### config.mk
export PLATFORM = sky130hd
export DESIGN_NAME = aia_front
export DESIGN_NICKNAME = d
export VERILOG_FILES = /design/src/rtl/aia_pkg.sv /design/src/rtl/aia_front.sv
export SDC_FILE = /design/constraint.sdc
export NUM_CORES = 1
export LEC_CHECK = 0
export BUFFER_PORTS_ARGS = -buffer_cell sky130_fd_sc_hd__buf_4
export CAP_MARGIN = 5
export CORE_MARGIN = 5
export CORE_UTILIZATION = 45
export CTS_CLUSTER_DIAMETER = 100
export CTS_CLUSTER_SIZE = 30
export DETAILED_ROUTE_END_ITERATION = 12
export GPL_ROUTABILITY_DRIVEN = 0
export GPL_TIMING_DRIVEN = 1
export HOLD_SLACK_MARGIN = 0.08
export MAX_ROUTING_LAYER = met4
export PLACE_DENSITY = 0.7
export SYNTH_ARGS = -nofsm -noshare
export SYNTH_HDL_FRONTEND = slang
export SYNTH_SLANG_ARGS = --single-unit
### constraint.sdc
create_clock -name clock -period 14.5 [get_ports clock]
set_input_delay 2.9 -clock clock [delete_from_list [all_inputs] [get_ports clock]]
set_output_delay 2.9 -clock clock [all_outputs]
set_load 0.1 [all_outputs]
### src/rtl/aia_pkg.sv
package aia_pkg;

   localparam int DATA_WIDTH          = 64;
   localparam int HALF_WIDTH          = DATA_WIDTH / 2;
   localparam int DEFAULT_QUEUE_DEPTH = 2;

   localparam logic [5:0] OP_ADD       = 6'd0;
   localparam logic [5:0] OP_ADC       = 6'd1;
   localparam logic [5:0] OP_ADDS      = 6'd2;
   localparam logic [5:0] OP_ADCS      = 6'd3;
   localparam logic [5:0] OP_SUB       = 6'd4;
   localparam logic [5:0] OP_SBC       = 6'd5;
   localparam logic [5:0] OP_SUBS      = 6'd6;
   localparam logic [5:0] OP_SBCS      = 6'd7;
   localparam logic [5:0] OP_AND       = 6'd8;
   localparam logic [5:0] OP_ANDS      = 6'd9;
   localparam logic [5:0] OP_BIC       = 6'd10;
   localparam logic [5:0] OP_BICS      = 6'd11;
   localparam logic [5:0] OP_ORR       = 6'd12;
   localparam logic [5:0] OP_ORN       = 6'd13;
   localparam logic [5:0] OP_EOR       = 6'd14;
   localparam logic [5:0] OP_EON       = 6'd15;
   localparam logic [5:0] OP_NOT       = 6'd16;
   localparam logic [5:0] OP_LSL       = 6'd17;
   localparam logic [5:0] OP_LSR       = 6'd18;
   localparam logic [5:0] OP_ASR       = 6'd19;
   localparam logic [5:0] OP_ROR       = 6'd20;
   localparam logic [5:0] OP_SXTB      = 6'd21;
   localparam logic [5:0] OP_SXTH      = 6'd22;
   localparam logic [5:0] OP_SXTW      = 6'd23;
   localparam logic [5:0] OP_UXTB      = 6'd24;
   localparam logic [5:0] OP_UXTH      = 6'd25;
   localparam logic [5:0] OP_UXTW      = 6'd26;
   localparam logic [5:0] OP_MUL       = 6'd27;
   localparam logic [5:0] OP_UMULH     = 6'd28;
   localparam logic [5:0] OP_SMULH     = 6'd29;
   localparam logic [5:0] OP_UMULL     = 6'd30;
   localparam logic [5:0] OP_SMULL     = 6'd31;
   localparam logic [5:0] OP_UDIV      = 6'd32;
   localparam logic [5:0] OP_SDIV      = 6'd33;
   localparam logic [5:0] OP_MOV       = 6'd34;
   localparam logic [5:0] OP_MOVN      = 6'd35;
   localparam logic [5:0] OP_MOVK      = 6'd36;
   localparam logic [5:0] OP_OVERWRITE = 6'd37;
   localparam logic [5:0] OP_CONCAT32  = 6'd38;
   localparam logic [5:0] OP_CONCAT64  = 6'd39;

   typedef struct packed {
      logic [5:0]            cmd;
      logic [DATA_WIDTH-1:0] op_a;
      logic [DATA_WIDTH-1:0] op_b;
      logic [DATA_WIDTH-1:0] op_c;
      logic                  size_64;
      logic                  cflag;
   } req_type;

   typedef struct packed {
      logic [DATA_WIDTH-1:0] result;
      logic [DATA_WIDTH-1:0] result_high;
      logic                  wide_result;
      logic [3:0]            flags_nzcv;
      logic                  flags_valid;
   } rsp_type;

   typedef enum logic [1:0] {
      CLS_FAST = 2'd0,
      CLS_MUL  = 2'd1,
      CLS_DIV  = 2'd2
   } cls_type;

   typedef struct packed {
      req_type req;
      cls_type cls;
   } entry_type;

   typedef struct packed {
      logic                  start;
      logic [DATA_WIDTH-1:0] dividend;
      logic [DATA_WIDTH-1:0] divisor;
      logic                  negate;
      logic                  size_64;
   } div_cmd_type;

   typedef struct packed {
      logic                  busy;
      logic                  done;
      logic [DATA_WIDTH-1:0] quotient;
   } div_sts_type;

endpackage

### src/rtl/aia_front.sv
module aia_front
   import aia_pkg::*;
#(
   parameter int QUEUE_DEPTH = DEFAULT_QUEUE_DEPTH
) (
   input  logic      clock,
   input  logic      reset,
   input  logic      req_valid,
   output logic      req_ready,
   input  req_type   req_data,
   output logic      head_valid,
   output entry_type head,
   input  logic      pop
);

   localparam int PW = (QUEUE_DEPTH > 1) ? $clog2(QUEUE_DEPTH) : 1;
   localparam int CW = $clog2(QUEUE_DEPTH + 1);
   localparam logic [PW-1:0] LAST = PW'(QUEUE_DEPTH - 1);
   localparam logic [CW-1:0] FULL = CW'(QUEUE_DEPTH);

   entry_type       mem_ff [QUEUE_DEPTH];
   logic [PW-1:0]   wr_ff, wr_in, rd_ff, rd_in;
   logic [CW-1:0]   cnt_ff, cnt_in;
   entry_type       ent;
   logic            push, take;

   // classify by unit
   always_comb begin
      ent.req = req_data;
      case (req_data.cmd) inside
         [OP_MUL:OP_SMULL]:  ent.cls = CLS_MUL;
         OP_UDIV, OP_SDIV:   ent.cls = CLS_DIV;
         default:            ent.cls = CLS_FAST;
      endcase
   end

   assign req_ready  = (cnt_ff != FULL);
   assign push       = req_valid && req_ready;
   assign head_valid = (cnt_ff != '0);
   assign take       = pop && head_valid;
   assign head       = mem_ff[rd_ff];

   always_comb begin
      wr_in  = push ? ((wr_ff == LAST) ? '0 : wr_ff + 1'b1) : wr_ff;
      rd_in  = take ? ((rd_ff == LAST) ? '0 : rd_ff + 1'b1) : rd_ff;
      cnt_in = cnt_ff + CW'(push) - CW'(take);
   end

   always_ff @(posedge clock) begin
      if (reset) begin
         wr_ff  <= '0;
         rd_ff  <= '0;
         cnt_ff <= '0;
      end else begin
         wr_ff  <= wr_in;
         rd_ff  <= rd_in;
         cnt_ff <= cnt_in;
      end
   end

   always_ff @(posedge clock) begin
      if (push) begin
         mem_ff[wr_ff] <= ent;
      end
   end

endmodule

======== Word level (Yosys, flattened, before mapping) ========
Memory sizes are Yosys's and may differ from the RTL's. A register that Yosys moved wholly into a read port is not among the register bits.
Cells that the tools add are included.
Widths: inputs -> output; s select.
storage, ports and cells
  memories kept ........................... 1
  memory bits (writable) .................. 404
  bits in registers ....................... 4
operators by class
  equal/unequal tests ..................... 3
  $lt $le $gt $ge ......................... 2
  reduce and logical (&&, ||, !) cells .... 5
  add/subtract/negate cells ............... 4
  multiplexer cells ....................... 8
memories
  memory  depth  bits a word  rd ports  clocked after memory_dff  write ports  RTL line         text
  mem_ff  2      202          1         1                         1            aia_front.sv:21  entry_type mem_ff [QUEUE_DEPTH];
operators with widths
  operator             number
  $eq 6x6->1 const B   2
  $ge 6x5->1 const B   1
  $le 6x5->1 const B   1
  $mux 1               6
  $mux 2               2
  $logic_and 1x1->1    3
  $add 1x1->1 const B  2
  $add 2x1->2          1
  $ne 2x2->1 const B   1
  $reduce_bool 2->1    1
  $reduce_or 2->1      1
  $sub 2x1->2          1

======== Longest topological paths before layout ========
Gate-level depths: netlist of run 1.
  depth in word-level cells ............... 4
  depth in mapped cells ................... 8
  depth with buffers taken out ............ 8

======== Least setup slack after synthesis of run 1 ========
No wires, ideal clock.
  kind .................................... input -> register
  from .................................... input req_valid
  to ...................................... memory mem_ff[0][0] in the netlist's numbering, enable pin
  path slack .............................. 2.315 ns
  arrival ................................. 11.416 ns
  stages on the path ...................... 2
  path through ............................ nand2_1 nor2_1
between the ends
  word-level cells in the longest chain between the ends .. 3
RTL lines
  what                          RTL line         text
  start: declaration            aia_front.sv:8   input logic req_valid,
  $logic_and 1x1->1             aia_front.sv:38  assign push = req_valid && req_ready;
  $mux 1                        aia_front.sv:62  if (push) begin
  $mux 1 (not written as such)  aia_front.sv:63  mem_ff[wr_ff] <= ent;
  end: declaration              aia_front.sv:21
No other way between the ends.

==> flow_summary.yaml, run 1 <==
clock_network:
  cts-buffers-inserted: 17
  cts_tree: "done"
  clk_latency_ns: 0.53
  post_cts_buffers: 0
  post_cts_resize_count: 0
  htreeDepth: 1
  root_buffer: "clkbuf_16"
  cts_hold_buf: 0
  clk_pin_slew_worst_paths_ns: 0.11
  cts_sinks: 409
  clk_path_buf_depth: 3
route:
  viasPerCell: 4.86
  first_pass_iters: 4
  ant_nets: 0
  totalWireLength_um: 31600
  first_iter_violations: 364
  wire_per_inst_um: 20.8
  drc_errors: 0
  vias: 7388
setup_path:
  path_cells: "buf_4, mux2_2, buf_4"
  cp_slowest_cell: "dfxtp_4"
  crit_family: "buffers and inverters"
  crit_fanout: 72
  crit_arrival_ns: 3.12
  path_buf_inv: 2
  required_ns: 11.60
  end_kind: "primary output"
  worstSetupStartpointType: "flip-flop"
  crit_top_cell: "buf_4"
  cpPeakStageDelay_ns: 0.97
  crit_type: "flip-flop to primary output"
synthesis:
  post_synth_num_cell_types: 20
  synth_enable_flop_cells: 404
  synth_top_area_share: 0.815
  synth-seq-cells: 409
  syn_area_mm2: 0.0149
  avgSynthCellArea_um2: 22.6
  seq_area_frac_synth: 0.821
  synth_warnings: 0
  ys_top_cells_by_count: "edfxtp_1 (404), mux2_2 (203), buf_6 (18)"
  yosysTopAreaCell: "edfxtp_1"
  synthTopCellsByArea: "edfxtp_1 (81%), mux2_2 (15%), buf_6 (1.4%)"
  async_flop_share: 0
  synth.net_count: 865
  yosysMostFrequentCell: "edfxtp_1"
  yosys_most_used_dff: "edfxtp_1"
  synth_cells: 659
floorplan:
  coreArea_mm2: 0.0326
  dieArea_mm2: 0.0368
  start_util: 0.457
  die_h_um: 192
  die_width_um: 192
  io_pins: 408
  placementRows: 66
timing:
  rsz0062_at_grt: "false"
  final_hold_viol_count: 0
  slew_headroom: 0.329
  period_minus_slack_ns: 6.02
  finalSetupViolCount: 0
  worst_pin_slew_ns: 1.01
  skew_ns: 0.0164
  fin_setup_tns_ns: 0
  layout_setup_ws_ns: 8.48
  slew_viol_final: 0
  timing.final.crit_share: 0.415
  fmax_mhz: 166
grt:
  antenna_found_initial: 2
  grt_pass1_vias: 7887
  track_usage: 0.166
  grt_pass1_wl_um: 45500
  grt_max_degree: 74
  grt_remaining_overflow: 0
final_layout:
  final_nets: 1277
  final_cells: 1520
  multi_input_area_mm2: 0.00244
  area_delta_synth_final_pct: 26.5
  seqCellArea_mm2: 0.0122
  fill_cells: 2471
  drive_gt1_frac: 0.596
place:
  dp.cells: 1494
  dp_hpwl_um: 21900
  post-place-ws_ns: 8.98
  port_buffers: 407
job:
  maxCapViolations: 0
hold_path:
  hp-class: "flip-flop to flip-flop"
run_status:
  outcome: "finished clean"
## stage by stage
step	util	cell area, um^2	hold WS (ns)
finish	0.577	18800	0.512
global route	0.577	18800	0.548
CTS	0.577	18800	0.526
detailed placement	0.562	18300	0.505
global placement	0.562	18300	0.497
floorplan	-	14900	0.481
## worst paths after layout
path	end	from	slack, ns	cells after the start
worst max register to register	mem_ff[1][21]	cnt_ff[0]	11.52	4
worst min-delay path	flip-flop	rd_ff	0.51	2
worst min register to register	flip-flop	rd_ff	0.51	2
worst max-delay path	head[189]	flip-flop	8.48	3
## metal layers
metal	global-route usage	vias to the layer above	share of wire
met5	-	-	0
met4	0.0318	0	0.016
met3	0.0622	31	0.11
met2	0.285	255	0.51
met1	0.188	3681	0.37
li1	-	3421	-
## registers in the layout (all words and copies together) (netlist names), named ones only
register / cells
cnt_ff: 2
wr_ff: 1
mem_ff: 404
rd_ff: 1
## layout make-up
type / instances / share of cell area
antenna: 2 / 0.000266
clock buffer: 22 / 0.0236
clock inverter: 2 / 0.00206
inverter: 1 / 0.000199
multi-input combinational: 227 / 0.130
sequential: 409 / 0.650
tap: 442 / 0.0294
timing repair buffer: 415 / 0.165
## placed cells by master, fill, tap and decap left out
cell type | synthesis | routed
bufinv_16 | 0 | 1
clkbuf_16 | 0 | 17
dfxtp_4 | 0 | 1
xor2_1 | 1 | 1
diode_2 | 0 | 2
edfxtp_1 | 404 | 404
inv_6 | 0 | 1
xnor2_1 | 1 | 1
nor3_1 | 3 | 3
clkbuf_1 | 0 | 5
nor2_4 | 0 | 1
nor2_1 | 6 | 5
mux2_2 | 203 | 203
a21oi_1 | 1 | 1
ha_1 | 2 | 2
or2_2 | 1 | 1
inv_1 | 1 | 1
o21a_1 | 1 | 1
nand2b_1 | 1 | 1
buf_4 | 2 | 415
nand2_1 | 3 | 3
and2_1 | 1 | 1
and3_4 | 0 | 1
nor2b_1 | 2 | 2
dfxtp_1 | 5 | 4
## worst min-delay path: cells and delay by family, from the launching register on
family / cells / cell delay, ns
DFF: 1 / 0.34
and+or+nand+nor: 1 / 0.07
xor gates and xnor gates: 1 / 0.08
## cell families (layout without fill, tap and decap cells)
group,count (synthesis),count (layout),synth area share
flops,409,409,0.821
mux,203,203,0.154
buf+inv,23,440,0.0155
simple gates,18,18,0.00580
fa+ha+maj,2,2,0.00168
compound gates,2,2,0.000840
xor+xnor,2,2,0.00118
other cells,0,2,0
Power of run 1 is left out: the tool's default activity adds up to more than one toggle a clock period on the data nets, which glitch-free logic cannot reach.
==> run 2, diff against run 1 <==
Clock period 14.5 ns to 6.1 ns, I/O delays scaled along.
==> run 2 against run 1 <==
Utilization is 0.058 points higher. Wire length is 1.8% lower. First-iteration DRC count is 7.1% lower. Largest cell class unchanged. Clock skew is 0.0040 ns lower. Sequential share of layout area is 0.064 points lower. Register-to-register slack worse by 7.9 ns. Die area stayed put.
==> flow_summary.yaml, run 2 (synthesized netlist as in run 1, its figures left out) <==
timing:
  slew_headroom: 0.496
  timing.final.crit_share: 0.651
  fmax_mhz: 252
  slew_viol_final: 0
  finalSetupViolCount: 0
  skew_ns: 0.0124
  fin_setup_tns_ns: 0
  rsz0062_at_grt: "false"
  period_minus_slack_ns: 3.97
  worst_pin_slew_ns: 0.756
  final_hold_viol_count: 0
setup_path:
  cp.depth: 3
  rrSetupSlack_ns: 3.60
  reg2reg_depth: 5
  crit_type: "flip-flop to primary output"
  end_kind: "primary output"
  cpPeakStageDelay_ns: 0.84
  path_cells: "buf_4, mux2_2, buf_4"
  crit_end: "head[42]"
  crit_family: "buffers and inverters"
  crit_arrival_ns: 2.75
  r2r_end: "mem_ff[0][25]"
  required_ns: 4.88
  worstSetupStartpointType: "flip-flop"
  path_buf_inv: 2
  crit_top_cell: "buf_4"
  rr_startpoint: "cnt_ff[0]"
  crit_fanout: 53
  cp_slowest_cell: "dfxtp_4"
floorplan:
  die_width_um: 192
  start_util: 0.457
  die_h_um: 192
  placementRows: 66
  dieArea_mm2: 0.0368
  io_pins: 408
  coreArea_mm2: 0.0326
route:
  totalWireLength_um: 31100
  first_pass_iters: 4
  first_iter_violations: 338
  wire_per_inst_um: 20.4
  drc_errors: 0
  viasPerCell: 4.87
  vias: 7413
  ant_nets: 0
clock_network:
  clk_latency_ns: 0.52
  cts_tree: "done"
  htreeDepth: 1
  cts-buffers-inserted: 17
  clk_path_buf_depth: 3
  cts_hold_buf: 0
  root_buffer: "clkbuf_16"
  post_cts_resize_count: 0
  post_cts_buffers: 0
  cts_sinks: 409
  clk_pin_slew_worst_paths_ns: 0.11
final_layout:
  fill_cells: 2479
  area_delta_synth_final_pct: 26.6
  regMostFlops: "mem_ff"
  drive_gt1_frac: 0.592
  final_area_mm2: 0.0189
  reg_top3: "mem_ff: 404 flops, cnt_ff: 2 flops"
  largest_register_ffs: 404
  mostFrequentLayoutCell: "buf_4"
  final_nets: 1276
  most-common-layout-cells: "buf_4 (411), edfxtp_1 (404), mux2_2 (203), clkbuf_16 (17), clkbuf_1 (10)"
grt:
  antenna_found_initial: 1
  grt_pass1_wl_um: 45000
  track_usage: 0.163
  grt_pass1_vias: 8101
  grt_max_degree: 106
  grt_remaining_overflow: 0
place:
  dp_hpwl_um: 21300
  place_area_mm2: 0.0184
  port_buffers: 407
hold_path:
  hp-class: "flip-flop to flip-flop"
run_status:
  outcome: "finished clean"
job:
  maxCapViolations: 0
-- run 2: cell types whose count changed in the layout (fill, tap and decap cells not counted), sizes merged --
cell / before / now
buf: 415 / 414
bufinv: 1 / 0
clkbuf: 22 / 27
diode: 2 / 1
-- run 2: stage by stage --
step	instances	hold WS, ns	util	worst slack, ns
4_1_cts	1521	0.533	0.578	2.11
2_1_floorplan	659	0.481	-	1.20
3_5_place_dp	1493	0.508	0.563	2.69
5_1_grt	1522	0.558	0.578	2.00
6_report	1522	0.526	0.578	2.13
3_3_place_gp	1493	0.502	0.563	2.65
-- run 2: final cells by class --
type / count / area, um^2 / area share
Inverter: 1 / 3.75 / 0.000199
Sequential cell: 409 / 12200 / 0.649
Multi-Input combinational cell: 227 / 2440 / 0.129
Timing Repair Buffer: 414 / 3150 / 0.167
Tap cell: 442 / 553 / 0.0293
Antenna cell: 1 / 2.50 / 0.000133
Clock buffer: 27 / 463 / 0.0246
Clock inverter: 1 / 11.3 / 0.000597
-- run 2: worst reg2reg max path, stage by stage, from the launching register on --
cell	delay, ns
dfxtp_1	0.40
nand2b_1	0.17
nand2_1	0.14
nor2_4	0.14
buf_4	0.57
buf_4	0.66
-- run 2: worst min path at each step --
| stage | from | end | slack [ns] | cells past startpoint |
|---|---|---|---|---|
| finish | rd_ff | rd_ff | 0.53 | 2 |
| global route | rd_ff | flip-flop | 0.56 | 2 |
| CTS | rd_ff | rd_ff | 0.53 | 2 |
| detailed placement | rd_ff | flip-flop | 0.51 | 2 |
| global placement | rd_ff | rd_ff | 0.50 | 2 |
| floorplan | rd_ff | flip-flop | 0.48 | 2 |
-- run 2: metal layers --
layer,up-vias,global-route usage,share of wire
li1,3424,-,-
met1,3682,0.188,0.37
met2,262,0.280,0.50
met3,45,0.0493,0.093
met4,0,0.0442,0.029
met5,-,-,0
Power of run 2 is left out for the same reason.
==> run 3, diff against run 2 <==
Settings changed: PLACE_DENSITY 0.7 to 0.73.
Clock period 6.1 ns to 3.5 ns, I/O delays scaled along.
==> run 3 against run 2 <==
Register-to-register slack worse by 2.0 ns. Final cell count unchanged. Global-route usage is 0.32 points higher. First-iteration DRC count up 5.0%. Non-clock buffer count is 8 higher. Largest cell class unchanged. Highest routed layer unchanged.
==> flow_summary.yaml, run 3 (synthesized netlist as in run 1, its figures left out) <==
final_layout:
  regMostFlops: "mem_ff"
  area_delta_synth_final_pct: 27.3
  reg_top3: "mem_ff: 404 flops, cnt_ff: 2 flops"
  most-common-layout-cells: "buf_4 (415), edfxtp_1 (404), mux2_2 (203), clkbuf_16 (17), buf_12 (7)"
  largest_register_ffs: 404
  fin_util: 0.581
  drive_gt1_frac: 0.604
  final_nets: 1284
  mostFrequentLayoutCell: "buf_4"
route:
  vias: 7459
  ant_nets: 0
  wire_per_inst_um: 20.8
  first_pass_iters: 4
  viasPerCell: 4.90
  drc_errors: 0
  first_iter_violations: 355
  totalWireLength_um: 31700
setup_path:
  reg2reg_depth: 3
  crit_arrival_ns: 2.16
  worstSetupStartpointType: "flip-flop"
  crit_fanout: 79
  required_ns: 2.80
  crit_type: "flip-flop to primary output"
  end_kind: "primary output"
hold_path:
  hp-class: "primary input to flip-flop"
  hold_path_depth: 1
timing:
  timing.final.crit_share: 0.817
  period_minus_slack_ns: 2.86
  slew_headroom: 0.575
  final_hold_viol_count: 0
  fin_setup_tns_ns: 0
  rsz0062_at_grt: "false"
  fmax_mhz: 350
  finalSetupViolCount: 0
  skew_ns: 0.0130
  slew_viol_final: 0
  worst_pin_slew_ns: 0.637
clock_network:
  cts-buffers-inserted: 17
  clk_pin_slew_worst_paths_ns: 0.11
  cts_hold_buf: 0
  htreeDepth: 1
  root_buffer: "clkbuf_16"
  post_cts_buffers: 0
  post_cts_resize_count: 0
  cts_tree: "done"
  clk_path_buf_depth: 3
  cts_sinks: 409
  clk_latency_ns: 0.51
floorplan:
  io_pins: 408
  coreArea_mm2: 0.0326
  start_util: 0.457
  placementRows: 66
  die_h_um: 192
  dieArea_mm2: 0.0368
  die_width_um: 192
grt:
  grt_pass1_wl_um: 45500
  busiest_layer: "met2"
  gr-usage-met3: 0.0613
  met2_usage: 0.293
  grt_pass1_vias: 8004
  track_usage: 0.166
  antenna_found_initial: 2
  grt_max_degree: 92
  grtUsageMet1: 0.180
  grt_remaining_overflow: 0
job:
  maxCapViolations: 0
run_status:
  outcome: "finished clean"
place:
  port_buffers: 407
  dp_hpwl_um: 22500
## run 3: cell count changes in the layout (fill, tap and decap cells not counted), sizes merged
cell,delta
clkbuf,-10
buf,+8
clkinv,+1
diode,+1
## run 3: final cells by class
class,instances,area [um^2]
tap,442,553
sequential,409,12200
inverter,1,3.75
timing repair buffer,422,3260
fill,2482,13700
clock buffer,17,425
multi-input combinational,227,2460
clock inverter,2,13.8
antenna,2,5.00
## run 3: final timing paths
kind	to	slack [ns]	start
worst min-delay path	mem_ff[1][195]	0.35	req_data[193]
worst max-delay path	head[103]	0.64	flip-flop
worst min register to register	rd_ff	0.53	rd_ff
worst max register to register	mem_ff[1][27]	1.64	cnt_ff[0]
## run 3: worst max-delay path, cell delays in order, from the launching register on
cell and delay, ns:
dfxtp_4 0.52, buf_12 0.37, mux2_2 0.41, buf_4 0.24
## run 3: through the flow
stage / hold WS, ns / instance area, um^2 / instances / setup slack, ns
after detailed placement: 0.507 / 18500 / 1501 / 1.17
final: 0.353 / 19000 / 1522 / 0.641
after CTS: 0.325 / 19000 / 1520 / 0.588
after floorplan: 0.481 / 14900 / 659 / -0.683
after global placement: 0.495 / 18500 / 1501 / 1.19
after global routing: 0.317 / 19000 / 1522 / 0.534
## run 3: routing by layer
metal,up-vias,share of wire
li1,3429,-
met1,3712,0.34
met2,276,0.52
met3,42,0.11
met4,0,0.024
met5,-,0
Power of run 3 is left out for the same reason.
